`config.mk`:
```
export PLATFORM = sky130hd
export DESIGN_NAME = fpga_bitfile_header_parser
export DESIGN_NICKNAME = d
export VERILOG_FILES = /design/src/hw/rtl/fbhp_pkg.sv /design/src/hw/rtl/fbhp_cfg_regs.sv /design/src/hw/rtl/fbhp_parser.sv /design/src/hw/rtl/fbhp_out_stage.sv /design/src/hw/rtl/fpga_bitfile_header_parser.sv
export SDC_FILE = /design/constraint.sdc
export NUM_CORES = 1
export LEC_CHECK = 0
export BUFFER_PORTS_ARGS = -buffer_cell sky130_fd_sc_hd__clkbuf_2
export CORE_MARGIN = 2
export CORE_UTILIZATION = 54
export DETAILED_ROUTE_END_ITERATION = 8
export PLACE_DENSITY = 0.74
export REMOVE_ABC_BUFFERS = 1
export SLEW_MARGIN = 20
export SYNTH_ARGS = -nofsm -noshare
export SYNTH_HDL_FRONTEND = slang
export SYNTH_SLANG_ARGS = --single-unit
```
`constraint.sdc`:
```
create_clock -name clk -period 9.37 [get_ports clk]
set_input_delay 0.4685 -clock clk [delete_from_list [all_inputs] [get_ports clk]]
set_output_delay 0.4685 -clock clk [all_outputs]
set_load 0.05 [all_outputs]
```
`src/hw/rtl/fbhp_pkg.sv`:
```
// Package for the bitstream file header parser: types, codes and the magic table.
package fbhp_pkg;

  localparam int unsigned CfgIndexWidth = 2;
  localparam int unsigned CfgDataWidth  = 32;

  localparam logic [15:0] MaxStringLengthReset    = 16'd500;
  localparam logic [31:0] MaxBitstreamLengthReset = 32'd2097152;

  localparam logic [15:0] MagicLastPos = 16'd12;
  localparam logic [15:0] BslenBytes   = 16'd4;

  localparam logic [7:0] SectionFirstString = 8'h61;
  localparam logic [7:0] SectionLastString  = 8'h64;
  localparam logic [7:0] SectionBitstream   = 8'h65;

  typedef enum logic [1:0] {
    CMD_BYTE    = 2'd0,
    CMD_EOF     = 2'd1,
    CMD_RESTART = 2'd2,
    CMD_NONE    = 2'd3
  } cmd_t;

  typedef enum logic [CfgIndexWidth-1:0] {
    CFG_MAX_STRING_LENGTH    = 2'd0,
    CFG_MAX_BITSTREAM_LENGTH = 2'd1
  } cfg_index_t;

  typedef enum logic [2:0] {
    ST_IN_HEADER = 3'd0,
    ST_DONE_NOW  = 3'd1,
    ST_PAST      = 3'd2,
    ST_BAD_MAGIC = 3'd3,
    ST_UNKNOWN   = 3'd4,
    ST_TOO_LONG  = 3'd5,
    ST_NO_TERM   = 3'd6,
    ST_TRUNCATED = 3'd7
  } status_t;

  typedef enum logic [7:0] {
    PH_MAGIC   = 8'b0000_0001,
    PH_SECTION = 8'b0000_0010,
    PH_LEN_HI  = 8'b0000_0100,
    PH_LEN_LO  = 8'b0000_1000,
    PH_STRING  = 8'b0001_0000,
    PH_BSLEN   = 8'b0010_0000,
    PH_DONE    = 8'b0100_0000,
    PH_ERROR   = 8'b1000_0000
  } phase_t;

  typedef struct packed {
    logic [15:0] max_string_length;
    logic [31:0] max_bitstream_length;
  } cfg_t;

  typedef struct packed {
    status_t     status;
    logic [7:0]  section_letter;
    logic [31:0] bitstream_length;
    logic        length_ok;
  } result_t;

  function automatic logic [7:0] magic_byte(input logic [3:0] idx);
    logic [7:0] b;
    case (idx)
      4'd0:    b = 8'd0;
      4'd1:    b = 8'd9;
      4'd2:    b = 8'd15;
      4'd3:    b = 8'd240;
      4'd4:    b = 8'd15;
      4'd5:    b = 8'd240;
      4'd6:    b = 8'd15;
      4'd7:    b = 8'd240;
      4'd8:    b = 8'd15;
      4'd9:    b = 8'd240;
      4'd10:   b = 8'd0;
      4'd11:   b = 8'd0;
      4'd12:   b = 8'd1;
      default: b = 8'd0;
    endcase
    return b;
  endfunction

endpackage

```
`src/hw/rtl/fbhp_cfg_regs.sv`:
```
// Configuration registers for the string length and bitstream length limits.
module fbhp_cfg_regs (
  input  logic                                clk,
  input  logic                                rst,
  input  logic                                cfg_valid,
  output logic                                cfg_ready,
  input  logic [fbhp_pkg::CfgIndexWidth-1:0]  cfg_index,
  input  logic [fbhp_pkg::CfgDataWidth-1:0]   cfg_data,
  output fbhp_pkg::cfg_t                      cfg
);

  assign cfg_ready = 1'b1;

  always_ff @(posedge clk) begin
    if (rst) begin
      cfg.max_string_length    <= fbhp_pkg::MaxStringLengthReset;
      cfg.max_bitstream_length <= fbhp_pkg::MaxBitstreamLengthReset;
    end else if (cfg_valid && cfg_ready) begin
      unique case (fbhp_pkg::cfg_index_t'(cfg_index))
        fbhp_pkg::CFG_MAX_STRING_LENGTH: begin
          cfg.max_string_length <= cfg_data[15:0];
        end
        fbhp_pkg::CFG_MAX_BITSTREAM_LENGTH: begin
          cfg.max_bitstream_length <= cfg_data[31:0];
        end
        default: begin
        end
      endcase
    end
  end

endmodule

```
`src/hw/rtl/fbhp_parser.sv`:
```
// Parse state registers and the next-state logic that forms one result per accepted command.
module fbhp_parser (
  input  logic                  clk,
  input  logic                  rst,
  input  logic                  accept,
  input  logic [1:0]            command,
  input  logic [7:0]            data_byte,
  input  fbhp_pkg::cfg_t        cfg,
  output fbhp_pkg::result_t     result
);

  fbhp_pkg::phase_t  phase, phase_next;
  fbhp_pkg::status_t final_status, final_status_next;
  logic [15:0] byte_position, byte_position_next;
  logic [15:0] string_length, string_length_next;
  logic [31:0] length_accumulator, length_accumulator_next;
  logic [7:0]  current_section, current_section_next;
  logic [15:0] pos_inc;
  logic        done;

  assign pos_inc = byte_position + 16'd1;

  always_comb begin
    phase_next              = phase;
    byte_position_next      = byte_position;
    string_length_next      = string_length;
    length_accumulator_next = length_accumulator;
    current_section_next    = current_section;
    final_status_next       = (final_status == fbhp_pkg::ST_DONE_NOW) ?
                              fbhp_pkg::ST_PAST : final_status;
    case (fbhp_pkg::cmd_t'(command))
      fbhp_pkg::CMD_RESTART: begin
        phase_next              = fbhp_pkg::PH_MAGIC;
        byte_position_next      = 16'd0;
        string_length_next      = 16'd0;
        length_accumulator_next = 32'd0;
        current_section_next    = 8'd0;
        final_status_next       = fbhp_pkg::ST_IN_HEADER;
      end
      fbhp_pkg::CMD_EOF: begin
        if (phase != fbhp_pkg::PH_DONE && phase != fbhp_pkg::PH_ERROR) begin
          phase_next        = fbhp_pkg::PH_ERROR;
          final_status_next = fbhp_pkg::ST_TRUNCATED;
        end
      end
      fbhp_pkg::CMD_BYTE: begin
        unique case (phase)
          fbhp_pkg::PH_MAGIC: begin
            if (byte_position > fbhp_pkg::MagicLastPos ||
                data_byte != fbhp_pkg::magic_byte(byte_position[3:0])) begin
              phase_next        = fbhp_pkg::PH_ERROR;
              final_status_next = fbhp_pkg::ST_BAD_MAGIC;
            end else if (byte_position == fbhp_pkg::MagicLastPos) begin
              byte_position_next = 16'd0;
              phase_next         = fbhp_pkg::PH_SECTION;
            end else begin
              byte_position_next = pos_inc;
            end
          end
          fbhp_pkg::PH_SECTION: begin
            current_section_next = data_byte;
            if (data_byte >= fbhp_pkg::SectionFirstString &&
                data_byte <= fbhp_pkg::SectionLastString) begin
              phase_next = fbhp_pkg::PH_LEN_HI;
            end else if (data_byte == fbhp_pkg::SectionBitstream) begin
              byte_position_next      = 16'd0;
              length_accumulator_next = 32'd0;
              phase_next              = fbhp_pkg::PH_BSLEN;
            end else begin
              phase_next        = fbhp_pkg::PH_ERROR;
              final_status_next = fbhp_pkg::ST_UNKNOWN;
            end
          end
          fbhp_pkg::PH_LEN_HI: begin
            string_length_next = {data_byte, 8'd0};
            phase_next         = fbhp_pkg::PH_LEN_LO;
          end
          fbhp_pkg::PH_LEN_LO: begin
            string_length_next = {string_length[15:8], data_byte};
            if (string_length_next == 16'd0 ||
                string_length_next > cfg.max_string_length) begin
              phase_next        = fbhp_pkg::PH_ERROR;
              final_status_next = fbhp_pkg::ST_TOO_LONG;
            end else begin
              byte_position_next = 16'd0;
              phase_next         = fbhp_pkg::PH_STRING;
            end
          end
          fbhp_pkg::PH_STRING: begin
            byte_position_next = pos_inc;
            if (pos_inc >= string_length) begin
              if (data_byte != 8'd0) begin
                phase_next        = fbhp_pkg::PH_ERROR;
                final_status_next = fbhp_pkg::ST_NO_TERM;
              end else begin
                phase_next = fbhp_pkg::PH_SECTION;
              end
            end
          end
          fbhp_pkg::PH_BSLEN: begin
            length_accumulator_next = {length_accumulator[23:0], data_byte};
            byte_position_next      = pos_inc;
            if (pos_inc >= fbhp_pkg::BslenBytes) begin
              phase_next        = fbhp_pkg::PH_DONE;
              final_status_next = fbhp_pkg::ST_DONE_NOW;
            end
          end
          fbhp_pkg::PH_DONE, fbhp_pkg::PH_ERROR: begin
          end
          default: begin
          end
        endcase
      end
      default: begin
      end
    endcase
  end

  assign done = (phase_next == fbhp_pkg::PH_DONE);

  always_comb begin
    result.status           = final_status_next;
    result.section_letter   = current_section_next;
    result.bitstream_length = done ? length_accumulator_next : 32'd0;
    result.length_ok        = done && (length_accumulator_next != 32'd0) &&
                              (length_accumulator_next <= cfg.max_bitstream_length);
  end

  always_ff @(posedge clk) begin
    if (rst) begin
      phase              <= fbhp_pkg::PH_MAGIC;
      final_status       <= fbhp_pkg::ST_IN_HEADER;
      byte_position      <= 16'd0;
      string_length      <= 16'd0;
      length_accumulator <= 32'd0;
      current_section    <= 8'd0;
    end else if (accept) begin
      phase              <= phase_next;
      final_status       <= final_status_next;
      byte_position      <= byte_position_next;
      string_length      <= string_length_next;
      length_accumulator <= length_accumulator_next;
      current_section    <= current_section_next;
    end
  end

endmodule

```
`src/hw/rtl/fbhp_out_stage.sv`:
```
// Result register with valid and ready towards the output channel.
module fbhp_out_stage (
  input  logic              clk,
  input  logic              rst,
  input  logic              load,
  input  fbhp_pkg::result_t result_in,
  output logic              accept_ok,
  output logic              out_valid,
  input  logic              out_ready,
  output fbhp_pkg::result_t result_out
);

  assign accept_ok = !out_valid || out_ready;

  always_ff @(posedge clk) begin
    if (rst) begin
      out_valid <= 1'b0;
    end else if (load) begin
      out_valid <= 1'b1;
    end else if (out_ready) begin
      out_valid <= 1'b0;
    end
  end

  always_ff @(posedge clk) begin
    if (load) begin
      result_out <= result_in;
    end
  end

endmodule

```
`src/hw/rtl/fpga_bitfile_header_parser.sv`:
```
// Top level of the bitstream file header parser.
// The parser takes one transaction per clock cycle: a file byte, an end of file,
// a restart or an empty command, and answers each with exactly one result transaction
// in the next cycle from a single result register, so it sustains one byte per cycle as
// long as the result side takes one result per cycle. The state update for a
// byte is a short path through the phase decoder and a 32-bit limit compare
// into that register. Configuration writes are taken at any time on their own
// channel and apply from the next byte; change them only while no result is
// outstanding.
module fpga_bitfile_header_parser (
  input  logic                               clk,
  input  logic                               rst,
  input  logic                               in_valid,
  output logic                               in_ready,
  input  logic [1:0]                         command,
  input  logic [7:0]                         data_byte,
  output logic                               out_valid,
  input  logic                               out_ready,
  output logic [2:0]                         status,
  output logic [7:0]                         section_letter,
  output logic [31:0]                        bitstream_length,
  output logic                               length_ok,
  input  logic                               cfg_valid,
  output logic                               cfg_ready,
  input  logic [fbhp_pkg::CfgIndexWidth-1:0] cfg_index,
  input  logic [fbhp_pkg::CfgDataWidth-1:0]  cfg_data
);

  fbhp_pkg::cfg_t    cfg;
  fbhp_pkg::result_t result_next;
  fbhp_pkg::result_t result_reg;
  logic              accept;

  assign accept = in_valid && in_ready;

  fbhp_cfg_regs u_cfg_regs (
    .clk       (clk),
    .rst       (rst),
    .cfg_valid (cfg_valid),
    .cfg_ready (cfg_ready),
    .cfg_index (cfg_index),
    .cfg_data  (cfg_data),
    .cfg       (cfg)
  );

  fbhp_parser u_parser (
    .clk       (clk),
    .rst       (rst),
    .accept    (accept),
    .command   (command),
    .data_byte (data_byte),
    .cfg       (cfg),
    .result    (result_next)
  );

  fbhp_out_stage u_out_stage (
    .clk        (clk),
    .rst        (rst),
    .load       (accept),
    .result_in  (result_next),
    .accept_ok  (in_ready),
    .out_valid  (out_valid),
    .out_ready  (out_ready),
    .result_out (result_reg)
  );

  assign status           = result_reg.status;
  assign section_letter   = result_reg.section_letter;
  assign bitstream_length = result_reg.bitstream_length;
  assign length_ok        = result_reg.length_ok;

endmodule

```
==> metrics <==
status finished, final reports clean; pre-CTS worst setup slack 4.51 ns; grt total ovfl 0; Reg2Reg Depth 14; WL/cell 18.8 µm; Nets 1366; total clock sinks 180; Vias 9264; Critical Path RT 9.62 ns; endpoints failing setup 0; Int Pwr 1.24 mW; Seq cells post-synth 180; Layout Utilization 60.7%; layout overhead on the synthesized area 10.1%; die width 142 µm; clock buffer depth 2; Critical Path AT 5.15 ns; RR Startpoint u_parser.byte_position[0]$_SDFFE_PP0P_; IO Pins 96; unique cell type count in the Yosys netlist 78; Setup crit start u_parser.byte_position[0]$_SDFFE_PP0P_; die height 142 µm; sequential share of power 47.0%; Max Clk Rate 0.204 GHz; Residual DRC 0; R2R Path End u_out_stage.result_out[0]$_DFFE_PP_; first-pass GRT wire length 44400 µm; GRT Util Overall 27.9%; Starting Density 55.1%; clk slew on worst S/H paths 0.07 ns; post-CTS resize count 0; H-Tree Level Count 4; combinational power share 13.1%; min-delay worst type in2reg; ratio of cells with drive above 1 in the final layout 14.8%; CTS tree yes; TNS Setup 0 ns; maximum vdd drop 0.120 mV; syn_area_per_cell 8.56 µm²; CORE AREA 0.0188 mm²; Slew Limit Fails 0; crit end category flop; vias per cell 6.20; worst setup path category reg2reg; Hold WS 0.243 ns; clk root buf clkbuf_16; ANT nets after route 0; total wire length 28100 µm; pin count of the biggest net entering global routing 78; r2r setup slk 4.47 ns; gp weighted congestion 0.978; worst setup margin 4.47 ns; Min-Delay Path Depth 3; relative slew slack 32.2%; die area 0.0203 mm²; Antenna Cells 0; Syn. warnings 0; pwr/cell area 156 mW/mm²; worst setup path endpoint u_out_stage.result_out[0]$_DFFE_PP_; Seq/Total Area, Yosys 39.1%; clock skew 0.0102 ns; Final Critical Period 4.90 ns; EDFF count, synth 44; Worst Tran Pin Value 1.01 ns; Skew-Pair Late Insertion Delay 0.45 ns; Sw Ratio 29.9%; first-pass detailed-route iteration total 6; CP Max Fanout 33; Post-synth ARST share 0%; P_sw 531 µW; TritonCTS buffer count 17; Final Hold Fails 0; antenna violations before repair 0; RSZ-0062 raised after global routing false; Detail Placement HPWL 20000 µm; DR iter-0 viols 913; vias in the first global route 8531; max_cap viols 0; Top FF cell, synth dfxtp_1; IO buf count 94; Synth Instances 1207; Worst Setup Start Kind flop; Synth Cell Area 0.0103 mm²; number of setup buffers added after CTS 0; clock group share of total power 39.9%; Leak 4.43 nW; number of hold buffers added after CTS 0; row cnt 50; final period utilization 52.3%
## power groups by stage
stage,registers (mW),logic [mW],clock network [mW]
5_1_grt,0.838,0.250,0.742
3_3_place_gp,0.852,0.226,0
3_5_place_dp,0.853,0.228,0
4_1_cts,0.835,0.229,0.714
6_report,0.835,0.232,0.708
2_1_floorplan,0.884,0.114,0
## routing by layer
metal / vias to the layer above / GRT usage, % / routed length [µm]
met5: - / 0 / 0
li1: 4414 / - / -
met1: 4353 / 34.9 / 11700
met4: 0 / 13.5 / 1290
met3: 92 / 4.44 / 1750
met2: 405 / 47.0 / 13300
## state kept, by name, indices dropped and copies added, names as in the netlist, named ones only
name / cells
u_parser.current_section: 8
u_out_stage.result_out: 44
u_parser.byte_position: 16
u_parser.phase: 8
u_out_stage.out_valid: 1
u_parser.final_status: 3
u_parser.string_length: 16
u_parser.length_accumulator: 32
u_cfg_regs.cfg: 48
## area by class of cell
cell class / instances / area [µm²]
inverter: 98 / 368
clock inverter: 14 / 143
multi-input combinational: 849 / 5570
timing repair buffer: 101 / 533
tap: 234 / 293
clock buffer: 18 / 439
sequential: 180 / 4040
fill: 1677 / 7380
## worst min path at each step
stage | from | endpoint | slack, ns
global route | in_valid | u_out_stage.out_valid$_SDFFE_PP0P_ | 0.26
floorplan | u_cfg_regs.cfg[10]$_SDFFE_PP0P_ | u_cfg_regs.cfg[10]$_SDFFE_PP0P_ | 0.43
finish | cfg_data[25] | u_cfg_regs.cfg[25]$_SDFFE_PP0P_ | 0.24
CTS | cfg_data[27] | u_cfg_regs.cfg[27]$_SDFFE_PP0P_ | 0.24
global placement | u_cfg_regs.cfg[25]$_SDFFE_PP0P_ | u_cfg_regs.cfg[25]$_SDFFE_PP0P_ | 0.44
detailed placement | u_cfg_regs.cfg[5]$_SDFFE_PP0P_ | u_cfg_regs.cfg[5]$_SDFFE_PP0P_ | 0.45
## Yosys cell counts, types with 5 or more instances
cell | number | area (µm²)
and2_1 | 11 | 68.8
nor2_1 | 106 | 398
nand3_1 | 24 | 120
or2_2 | 5 | 31.3
o21a_1 | 8 | 60.1
nor3b_1 | 15 | 113
nand4_1 | 25 | 156
ha_1 | 70 | 876
inv_1 | 96 | 360
a21o_1 | 17 | 128
nand2_1 | 139 | 522
nor4_1 | 16 | 100
or4_1 | 7 | 52.6
a22o_1 | 24 | 210
xor2_1 | 5 | 43.8
a31oi_1 | 10 | 62.6
nand2b_1 | 10 | 62.6
xnor2_1 | 14 | 123
a32oi_1 | 6 | 52.6
o21ai_0 | 29 | 145
a21oi_1 | 92 | 460
dfxtp_1 | 136 | 2720
nor3b_2 | 12 | 150
a211oi_1 | 22 | 165
o211ai_1 | 11 | 82.6
edfxtp_1 | 44 | 1320
nor3_1 | 23 | 115
and3_1 | 6 | 37.5
a22oi_1 | 50 | 375
buf_6 | 7 | 78.8
buf_2 | 10 | 50.1
nor3_2 | 22 | 220
clkbuf_1 | 58 | 218
## cell usage in the layout, fill, tap and decap left out, drive strengths merged, types with 9 or more instances in the layout
| cell type | n |
|---|---|
| a21o | 17 |
| and2 | 11 |
| o21ai | 32 |
| a21oi | 92 |
| nor2 | 107 |
| nor4 | 17 |
| nand4 | 26 |
| or4 | 9 |
| clkbuf | 111 |
| ha | 70 |
| a22oi | 50 |
| nand2b | 10 |
| o211ai | 11 |
| nand3 | 24 |
| edfxtp | 44 |
| nand2 | 139 |
| a31oi | 10 |
| inv | 103 |
| xnor2 | 14 |
| a211oi | 22 |
| nor3 | 45 |
| a22o | 24 |
| nor3b | 27 |
| dfxtp | 136 |
## per-stage QoR
stage                     std cells  total power [mW]  instance area (µm²)
after global routing           1494              1.83                11400
final                          1494              1.78                11400
after CTS                      1494              1.78                11400
after floorplan                1127             0.998                 9960
after global placement         1461              1.08                10800
after detailed placement       1462              1.08                10800
## critical path, cell delays in order, from the launching register on
cell and delay (ns):
dfxtp_1 0.43, ha_1 0.37, nand2_1 0.13, nor2_1 0.30
nand4_1 0.18, xnor2_1 0.18, ha_1 0.28, and4_1 0.20
nand2_1 0.09, o41ai_1 0.37, nor3_1 0.16, and2_1 0.23
o41ai_1 0.65, nand4_4 0.65, nor4_1 0.46
## kinds of logic after synthesis
family | Yosys count | synth area share, %
AOI/OAI and AO/OA | 309 | 20.2
adders and majority gates | 70 | 8.47
DFF | 180 | 39.1
xor gates and xnor gates | 19 | 1.61
muxes | 3 | 0.303
buffers and inverters | 178 | 7.18
and+or+nand+nor | 447 | 23.1
other | 1 | 0.0363
Power figures use the tool's default switching activity.
